**config.mk**
```make
export PLATFORM = sky130hd
export DESIGN_NAME = inverter_reply_frame_parser_top
export DESIGN_NICKNAME = d
export VERILOG_FILES = /design/src/sv/irfp_pkg.sv /design/src/sv/irfp_parser.sv /design/src/sv/irfp_result.sv /design/src/sv/inverter_reply_frame_parser_top.sv
export SDC_FILE = /design/constraint.sdc
export NUM_CORES = 2
export LEC_CHECK = 0
export BUFFER_PORTS_ARGS = -buffer_cell sky130_fd_sc_hd__buf_2
export CORE_UTILIZATION = 45
export CTS_CLUSTER_SIZE = 28
export DETAILED_ROUTE_END_ITERATION = 7
export PLACE_DENSITY = 0.63
export SLEW_MARGIN = 0
export SYNTH_ARGS = -nofsm -noshare
export SYNTH_HDL_FRONTEND = slang
export SYNTH_SLANG_ARGS = --single-unit
```
**constraint.sdc**
```tcl
create_clock -name clk -period 21 [get_ports clk]
set_input_delay 3.15 -clock clk [delete_from_list [all_inputs] [get_ports clk]]
set_output_delay 3.15 -clock clk [all_outputs]
set_load 0.01 [all_outputs]
```
**src/sv/irfp_pkg.sv**
```systemverilog
// ----------------------------------------------------------------------------
// Inverter reply frame parser package
// Shared types and constants for the reply frame parser.
// ----------------------------------------------------------------------------
`default_nettype none

package irfp_pkg;

  localparam int FRAME_DEPTH = 27;
  localparam int LONG_LEN    = 27;
  localparam int SHORT_LEN   = 15;
  localparam int SUM_BYTES   = 14;
  localparam int CRC_AT      = 14;
  localparam int ECHO_AT     = 13;
  localparam int COUNT_MAX   = 31;

  typedef enum logic [1:0] {
    REG_MAGIC    = 2'd0,
    REG_EXPECTED = 2'd1,
    REG_STATUS   = 2'd2,
    REG_SENT     = 2'd3
  } reg_index_t;

  typedef enum logic [1:0] {
    PH_HUNT,
    PH_HALF,
    PH_BODY
  } phase_t;

  typedef logic [FRAME_DEPTH-1:0][7:0] frame_t;

  typedef struct packed {
    logic [7:0] sync_byte;
    logic [7:0] expected_command;
    logic [7:0] status_command;
    logic [7:0] sent_value;
  } cfg_t;

  typedef struct packed {
    logic       valid;
    logic       is_long;
    logic [7:0] sum;
  } pend_t;

endpackage

`default_nettype wire

```
**src/sv/irfp_parser.sv**
```systemverilog
// ----------------------------------------------------------------------------
// Reply frame parser byte stage
// Hunts for the header, stores the frame body and flags each finished frame.
// ----------------------------------------------------------------------------
`default_nettype none

module irfp_parser (
  input  wire logic           clk,
  input  wire logic           rst,
  input  wire irfp_pkg::cfg_t cfg,
  input  wire logic           in_valid,
  output logic                in_ready,
  input  wire logic [7:0]     rx_byte,
  input  wire logic           restart,
  input  wire logic           pend_take,
  output irfp_pkg::pend_t     pend,
  output irfp_pkg::frame_t    frame
);
  import irfp_pkg::*;

  phase_t     phase;
  phase_t     phase_next;
  logic [4:0] byte_count;
  logic [4:0] byte_count_next;
  logic [7:0] running_sum;
  logic [7:0] running_sum_next;
  logic [4:0] count_inc;
  logic [4:0] frame_len;
  logic       is_long;
  logic       accept;
  logic       frame_done;
  logic       hdr_we;
  logic       body_we;

  assign in_ready  = !pend.valid || pend_take;
  assign accept    = in_valid && in_ready;
  assign is_long   = (cfg.expected_command == cfg.status_command);
  assign frame_len = is_long ? 5'(LONG_LEN) : 5'(SHORT_LEN);
  assign count_inc = (byte_count < 5'(COUNT_MAX)) ? byte_count + 5'd1 : byte_count;

  always_comb begin
    phase_next       = phase;
    byte_count_next  = byte_count;
    running_sum_next = running_sum;
    if (accept) begin
      if (restart) begin
        phase_next       = PH_HUNT;
        byte_count_next  = '0;
        running_sum_next = '0;
      end else begin
        case (phase)
          PH_HUNT: begin
            if (rx_byte == cfg.sync_byte) phase_next = PH_HALF;
          end
          PH_HALF: begin
            if (rx_byte == cfg.expected_command) begin
              phase_next       = PH_BODY;
              byte_count_next  = 5'd2;
              running_sum_next = cfg.sync_byte + rx_byte;
            end else if (rx_byte != cfg.sync_byte) begin
              phase_next = PH_HUNT;
            end
          end
          PH_BODY: begin
            if (count_inc >= frame_len) begin
              phase_next       = PH_HUNT;
              byte_count_next  = '0;
              running_sum_next = '0;
            end else begin
              byte_count_next = count_inc;
              if (byte_count < 5'(SUM_BYTES)) running_sum_next = running_sum + rx_byte;
            end
          end
          default: begin
            phase_next = PH_HUNT;
          end
        endcase
      end
    end
  end

  always_comb begin
    hdr_we     = 1'b0;
    body_we    = 1'b0;
    frame_done = 1'b0;
    if (accept && !restart) begin
      case (phase)
        PH_HALF: begin
          hdr_we = (rx_byte == cfg.expected_command);
        end
        PH_BODY: begin
          body_we    = (byte_count < 5'(FRAME_DEPTH));
          frame_done = (count_inc >= frame_len);
        end
        default: begin
          hdr_we = 1'b0;
        end
      endcase
    end
  end

  always_ff @(posedge clk) begin
    if (rst) begin
      phase       <= PH_HUNT;
      byte_count  <= '0;
      running_sum <= '0;
      pend.valid  <= 1'b0;
    end else begin
      phase       <= phase_next;
      byte_count  <= byte_count_next;
      running_sum <= running_sum_next;
      if (frame_done) begin
        pend.valid <= 1'b1;
      end else if (pend_take) begin
        pend.valid <= 1'b0;
      end
    end
    if (frame_done) begin
      pend.is_long <= is_long;
      pend.sum     <= running_sum;
    end
  end

  always_ff @(posedge clk) begin
    if (hdr_we) begin
      frame[0] <= cfg.sync_byte;
      frame[1] <= rx_byte;
    end
    if (body_we) begin
      frame[byte_count] <= rx_byte;
    end
  end

  a_pend_held: assert property (@(posedge clk) disable iff (rst)
    pend.valid && !pend_take |=> pend.valid)
    else $error("Finished frame was dropped before it reached the result register.");

  a_restart_hunt: assert property (@(posedge clk) disable iff (rst)
    accept && restart |=> phase == PH_HUNT && byte_count == 5'd0 && running_sum == 8'd0)
    else $error("Restart did not return the parser to the header hunt.");

  a_count_idle: assert property (@(posedge clk) disable iff (rst)
    phase != PH_BODY |-> byte_count == 5'd0)
    else $error("Byte count is nonzero outside the frame body.");

  a_stall_blocks: assert property (@(posedge clk) disable iff (rst)
    pend.valid && !pend_take |-> !in_ready)
    else $error("Input taken while a finished frame is still waiting.");

endmodule

`default_nettype wire

```
**src/sv/irfp_result.sv**
```systemverilog
// ----------------------------------------------------------------------------
// Reply frame parser result stage
// Decodes a finished frame, forms both power products and holds the result.
// ----------------------------------------------------------------------------
`default_nettype none

module irfp_result (
  input  wire logic             clk,
  input  wire logic             rst,
  input  wire irfp_pkg::cfg_t   cfg,
  input  wire irfp_pkg::pend_t  pend,
  input  wire irfp_pkg::frame_t frame,
  output logic                  pend_take,
  output logic                  out_valid,
  input  wire logic             out_ready,
  output logic                  checksum_ok,
  output logic                  value_ok,
  output logic [31:0]           device_id,
  output logic [31:0]           total_energy_bits,
  output logic [15:0]           dc_voltage,
  output logic [15:0]           dc_current,
  output logic [31:0]           dc_power,
  output logic [15:0]           ac_voltage,
  output logic [15:0]           ac_current,
  output logic [31:0]           ac_power,
  output logic [7:0]            state_code,
  output logic [7:0]            temperature
);
  import irfp_pkg::*;

  logic [31:0] energy_d;
  logic [15:0] dv_d;
  logic [15:0] dc_d;
  logic [15:0] av_d;
  logic [15:0] ac_d;
  logic [7:0]  st_d;
  logic [7:0]  tp_d;

  assign pend_take = pend.valid && (!out_valid || out_ready);

  always_comb begin
    energy_d = '0;
    dv_d     = '0;
    dc_d     = '0;
    av_d     = '0;
    ac_d     = '0;
    st_d     = '0;
    tp_d     = '0;
    if (pend.is_long) begin
      energy_d = {frame[10], frame[11], frame[12], frame[13]};
      dv_d     = {frame[15], frame[16]};
      dc_d     = {frame[17], frame[18]};
      av_d     = {frame[19], frame[20]};
      ac_d     = {frame[21], frame[22]};
      st_d     = frame[25];
      tp_d     = frame[26];
    end
  end

  always_ff @(posedge clk) begin
    if (rst) begin
      out_valid <= 1'b0;
    end else if (pend_take) begin
      out_valid <= 1'b1;
    end else if (out_ready) begin
      out_valid <= 1'b0;
    end
  end

  always_ff @(posedge clk) begin
    if (pend_take) begin
      checksum_ok       <= (frame[CRC_AT] == pend.sum);
      value_ok          <= (frame[ECHO_AT] == cfg.sent_value);
      device_id         <= {frame[6], frame[7], frame[8], frame[9]};
      total_energy_bits <= energy_d;
      dc_voltage        <= dv_d;
      dc_current        <= dc_d;
      dc_power          <= 32'(dv_d) * 32'(dc_d);
      ac_voltage        <= av_d;
      ac_current        <= ac_d;
      ac_power          <= 32'(av_d) * 32'(ac_d);
      state_code        <= st_d;
      temperature       <= tp_d;
    end
  end

endmodule

`default_nettype wire

```
**src/sv/inverter_reply_frame_parser_top.sv**
```systemverilog
// ----------------------------------------------------------------------------
// Inverter reply frame parser
// Finds reply frames in a received byte stream and decodes each one.
//
//   Channel  Direction  Handshake             Contents
//   in       input      in_valid / in_ready   rx_byte, restart
//   out      output     out_valid / out_ready checks and decoded fields
//   cfg      input      cfg_write             cfg_index, cfg_data
//
// One byte is taken per cycle while in_ready is high. A finished frame's
// result passes through a pending flag and then the result register.
// Input stalls only while both the pending flag and the result register are
// full and out_ready is low. Reset clears the parser state and both valids;
// the frame store needs no reset.
// ----------------------------------------------------------------------------
`default_nettype none

module inverter_reply_frame_parser_top (
  input  wire logic        clk,
  input  wire logic        rst,
  input  wire logic        cfg_write,
  input  wire logic [1:0]  cfg_index,
  input  wire logic [7:0]  cfg_data,
  input  wire logic        in_valid,
  output logic             in_ready,
  input  wire logic [7:0]  rx_byte,
  input  wire logic        restart,
  output logic             out_valid,
  input  wire logic        out_ready,
  output logic             checksum_ok,
  output logic             value_ok,
  output logic [31:0]      device_id,
  output logic [31:0]      total_energy_bits,
  output logic [15:0]      dc_voltage,
  output logic [15:0]      dc_current,
  output logic [31:0]      dc_power,
  output logic [15:0]      ac_voltage,
  output logic [15:0]      ac_current,
  output logic [31:0]      ac_power,
  output logic [7:0]       state_code,
  output logic [7:0]       temperature
);
  import irfp_pkg::*;

  cfg_t   cfg;
  pend_t  pend;
  frame_t frame;
  logic   pend_take;

  always_ff @(posedge clk) begin
    if (rst) begin
      cfg <= '0;
    end else if (cfg_write) begin
      case (reg_index_t'(cfg_index))
        REG_MAGIC:    cfg.sync_byte        <= cfg_data;
        REG_EXPECTED: cfg.expected_command <= cfg_data;
        REG_STATUS:   cfg.status_command   <= cfg_data;
        REG_SENT:     cfg.sent_value       <= cfg_data;
        default:      cfg                  <= cfg;
      endcase
    end
  end

  irfp_parser u_parser (
    .clk       (clk),
    .rst       (rst),
    .cfg       (cfg),
    .in_valid  (in_valid),
    .in_ready  (in_ready),
    .rx_byte   (rx_byte),
    .restart   (restart),
    .pend_take (pend_take),
    .pend      (pend),
    .frame     (frame)
  );

  irfp_result u_result (
    .clk               (clk),
    .rst               (rst),
    .cfg               (cfg),
    .pend              (pend),
    .frame             (frame),
    .pend_take         (pend_take),
    .out_valid         (out_valid),
    .out_ready         (out_ready),
    .checksum_ok       (checksum_ok),
    .value_ok          (value_ok),
    .device_id         (device_id),
    .total_energy_bits (total_energy_bits),
    .dc_voltage        (dc_voltage),
    .dc_current        (dc_current),
    .dc_power          (dc_power),
    .ac_voltage        (ac_voltage),
    .ac_current        (ac_current),
    .ac_power          (ac_power),
    .state_code        (state_code),
    .temperature       (temperature)
  );

endmodule

`default_nettype wire

```
# == After elaboration in Yosys (flattened, before gate mapping) ==
# Cells that the tools add are included.
# Widths: inputs -> output; s select.
# op_classes
addsub,3
n_mul,2
n_lt_le_gt_ge,6
n_eq_ne,16
n_mux,36
reduce_logical,21
# op_table
operator,n
$bwmux 216,1
$mux 16,6
$mul 16x16->32,2
$demux 8 s5,1
$eq 8x8->1,5
$mux 8,5
$mux 5,5
$add 8x8->8,2
$pmux 8 s2,1
$lt 5x5->1 const B,2
$mux 1,10
$mux 2,5
$pmux 5 s2,1
$ne 3x2->1 const B,3
$ne 4x2->1 const B,2
$ne 8x8->1,1
$reduce_and 2->1,4
$reduce_and 4->1,2
$eq 2x2->1 const B,3
$lt 5x6->1 const B,1
$pmux 2 s3,1
$add 5x1->5 const B,1
$ge 5x1->1 const B,1
$ge 5x5->1,1
9 further kinds,18
# totals
regBits,484
out_inout_bits,212

# == Logic depth before layout (Yosys ltp) ==
# depth
depth_word,10
mapped_depth,25
depth_no_buf,21

# == Hierarchy ==
# From an unflattened synthesis, not the netlist that was laid out.
# unflattened
hier_cells,3026
hier_area_um2,34742.1
# by_module_without_submodules
module,instances,cells_per_inst,area_each_um2
irfp_result,1,2392,24578.6
irfp_parser,1,518,8878.5
inverter_reply_frame_parser_top,1,116,1285.0

# == Worst setup path before layout ==
# Ideal clock, no wire load.
# synth_path
kind,input to register
startpoint,input port out_ready
endpoint,"register u_result.ac_current[0], enable pin"
setup_time_ns,1.101
arrival_time_ns,18.314
t_required_ns,19.899
setup_slack_ns,1.585
path_stages,2
path_cell_list,inv_1 -> a21boi_0
# synth_between
elab_chain_len,2
# synth_rtl
item,line,source
"start, declared",inverter_reply_frame_parser_top.sv:29,"input wire logic out_ready,"
$logic_or 1x1->1,irfp_result.sv:39,assign pend_take = pend.valid && (!out_valid || out_ready);
$logic_and 1x1->1,irfp_result.sv:39,
named net pend_take,inverter_reply_frame_parser_top.sv:48,logic pend_take;
"end signal, assigned",irfp_result.sv:80,ac_current <= ac_d;
"end, declared",irfp_result.sv:24,"output logic [15:0] ac_current,"
# The timed path passes the listed nets, and every way through them passes these cells.
# A chain may end at the register's enable or synchronous reset.

# == Worst setup path after layout ==
# layout_path
startpoint,"register, netlist name u_parser.pend[8]"
endpoint,"register u_result.ac_power[31], data pin"
# layout_between
elab_chain_len,2
# layout_rtl
item,line,source
$mux 16,irfp_result.sv:49,if (pend.is_long) begin
$mul 16x16->32 (*),irfp_result.sv:81,ac_power <= 32'(av_d) * 32'(ac_d);
"end signal, assigned",irfp_result.sv:81,
"end, declared",irfp_result.sv:25,"output logic [31:0] ac_power,"
# Every way passes the cells marked *; elsewhere a longest branch is shown, timed or not.

==> flow_summary.yaml <==
yosys:
  synth_ff_type: "edfxtp_1"
  synth-edff-count: 371
  ys_seq_area_share_pct: 37.48
  netlist.area_leader.share_pct: 34.45
  syn_area_um2: 32340
  yosys.area.top_type: "edfxtp_1"
  synth_seq_cells: 420
  synth_cells: 2914
  yosysWarnings: 0
  async_reset_ff_share_pct: 0
  syn_avg_cell_area_um2: 11.10
  synth_cell_type_count: 71
  synth_area_leaders: "edfxtp_1, fa_1, ha_1"
  synthesis.nets: 3556
floorplanning:
  start_util_pct: 45.86
  ios: 236
  rows: 97
  dieArea_um2: 72940
  core_um2: 70510
  die_w_um: 270.1
  die-height_um: 270.1
cts:
  cts_sinks: 420
  clockRootBuffer: "clkbuf_16"
  cts_setup_buffers: 0
  post_cts_resized: 0
  clk_path_buf_depth: 3
  insertion_delay_ns: 0.61
  cts_tree: "yes"
  clkTransAtPathRegs_ns: 0.06
  postCtsHoldBufs: 0
  htree_levels: 2
  numCtsBuffers: 47
timing:
  finalCriticalPeriod_ns: 8.155
  relSlewSlack_pct: 29.34
  slew_viol_final: 0
  hold_viol: 0
  fmaxAchievable_mhz: 122.6
  tightest_slew_ns: 1.056
  period_share_pct: 38.83
  setup_viol: 0
  setup_tns_ns: 0
  rsz0062_at_grt: "no"
  skew_ns: 0.02318
route:
  avgViaCountPerCell: 5.365
  drc_errors: 0
  drtPass1Iterations: 5
  drt.antenna.violating_nets: 0
  vias: 21680
  wl_met2_um: 39500
  wl_met1_um: 34530
  finalWirelength_um: 82030
  highest_layer: "met5"
  route.met3.wl_um: 5650
  drt_iter0_markers: 1639
  wire_per_inst_um: 20.29
placement:
  port_buffers: 235
  dp_hpwl_um: 59880
  place_congestion: 0.9433
pwr:
  p_per_area_nw_per_um2: 50.81
  power_leakage_uw: 0.01644
  finalPower_uw: 1823
  ir_drop_v: 0.00006442
cells_and_area:
  drive_above_1_share_pct: 10.80
  seqCellArea_um2: 12120
  layout.nets: 3706
  final_cell_mix: "inv_1, fa_1, edfxtp_1"
  num-fill-cells: 6304
  final_util_pct: 50.89
  area_growth_syn_to_layout_pct: 10.95
  layout_commonest_cell: "inv_1"
  multi_input_area_um2: 17910
critical_path:
  cp-start-kind: "flip-flop"
  path_class: "flip-flop to flip-flop"
  cp_slowest_cell: "buf_4"
  worstPathArrival_ns: 8.51
  required_ns: 21.35
  crit_buf_inv: 5
  crit_fanout: 234
  path_cells: "buf_12, buf_4, and2_1, nand2_1, fa_1, fa_1, inv_1, fa_1, fa_1, fa_1, inv_1, fa_1, inv_1, ha_1, and3_4, nand2_2, or4_4, a21oi_2, o211ai_1, or3_1, nor3b_1"
  crit_top_cell: "fa_1"
  crit_path_max_incr_delay_ns: 0.71
  crit_family: "adder cells"
  critPathCaptureType: "flip-flop"
  rrSetupSlack_ns: 12.84
grt:
  grt_usage_pct: 22.69
  grt_pass1_wl_um: 128100
  antenna_found_initial: 1
  grt_pass1_vias: 22950
  grt_overflow: 0
  grt_max_degree: 235
worst_hold_path:
  hp-class: "flip-flop to flip-flop"
run_status:
  status: "finished clean"
flow_run:
  maxCapViolCount: 0
==> flip-flops by register name (all words and copies together) (netlist names), 5 cells and up <==
signal	flops
u_parser.frame	152
cfg	32
u_result.ac_power	32
u_result.dc_power	32
u_result.device_id	32
u_result.total_energy_bits	32
u_result.ac_current	16
u_result.ac_voltage	16
u_result.dc_current	16
u_result.dc_voltage	16
u_parser.pend	10
u_parser.running_sum	8
u_result.state_code	8
u_result.temperature	8
u_parser.byte_count	5
==> worst register-to-register path: cells and delay by family, from the launching register on <==
family / cells / cell delay [ns]
AND/OR/NAND/NOR: 7 / 2.22
buffers and inverters: 5 / 1.37
flip-flops: 1 / 0.38
adder cells (fa/ha/maj): 7 / 3.48
AO/OA/AOI/OAI: 2 / 0.49
==> stage by stage <==
step	instances	instance area [um^2]	setup WS, ns	hold WS [ns]
5_1_grt	4041	35880	12.47	0.4173
3_5_place_dp	3955	34240	12.86	0.4054
3_3_place_gp	3955	34240	13.08	0.4042
2_1_floorplan	2914	32340	1.585	0.4003
4_1_cts	4041	35880	12.86	0.4167
6_report	4042	35880	12.84	0.4134
==> per-layer routing <==
layer	vias up	track usage [%]
li1	9832	-
met1	10950	29.94
met2	765	37.72
met3	140	4.339
met4	2	7.132
met5	-	0
==> cells by family (layout without fill, tap and decap cells) <==
logic type / Yosys count / in the layout / share of synthesized area (%)
and+or+nand+nor: 893 / 893 / 13.89
muxes: 36 / 36 / 1.114
xor gates and xnor gates: 91 / 91 / 2.465
DFF: 420 / 420 / 37.48
AOI/OAI and AO/OA: 239 / 239 / 4.902
other: 0 / 1 / 0
buffers and inverters: 617 / 804 / 7.185
adders and majority gates: 618 / 618 / 32.96
==> Yosys cell counts (14+ instances only) <==
cell and n:
inv_1 474, o21ai_0 27, xnor2_1 70, o21bai_1 16, nor3_1 15, xor2_1 21, ha_1 228, a21oi_1 81
dfxtp_1 49, nor2_1 114, clkbuf_1 137, and3_1 232, fa_1 390, mux2i_1 36, edfxtp_1 371, nand2_1 335
a21o_1 25, nand3_1 14, and2_1 120
==> report_power, final <==
| part | switching, uW | total, uW | internal [uW] | leakage (uW) |
|---|---|---|---|---|
| Combinational | 27.3 | 41.5 | 14.2 | 0.0119 |
| Clock | 356 | 875 | 519 | 0.000791 |
| Sequential | 2.79 | 906 | 903 | 0.00376 |
| Total | 386 | 1820 | 1440 | 0.0164 |
==> final timing paths <==
kind / from / end / cells past startpoint
max: u_parser.pend[8] / u_result.ac_power[31] / 21
min: u_parser.frame[62] / u_result.device_id[22] / 0
max reg2reg: u_parser.pend[8] / u_result.ac_power[31] / 21
min reg2reg: u_parser.frame[62] / u_result.device_id[22] / 0
==> area by class of cell <==
type                       instances  share of cell area [%]
antenna                            1                0.006974
timing repair buffer             244                   3.501
clock buffer                      58                   3.536
tap                              940                   3.278
multi-input combinational       1877                   49.90
inverter                         474                   4.959
sequential                       420                   33.78
clock inverter                    28                   1.036
Power figures use the tool's default switching activity.
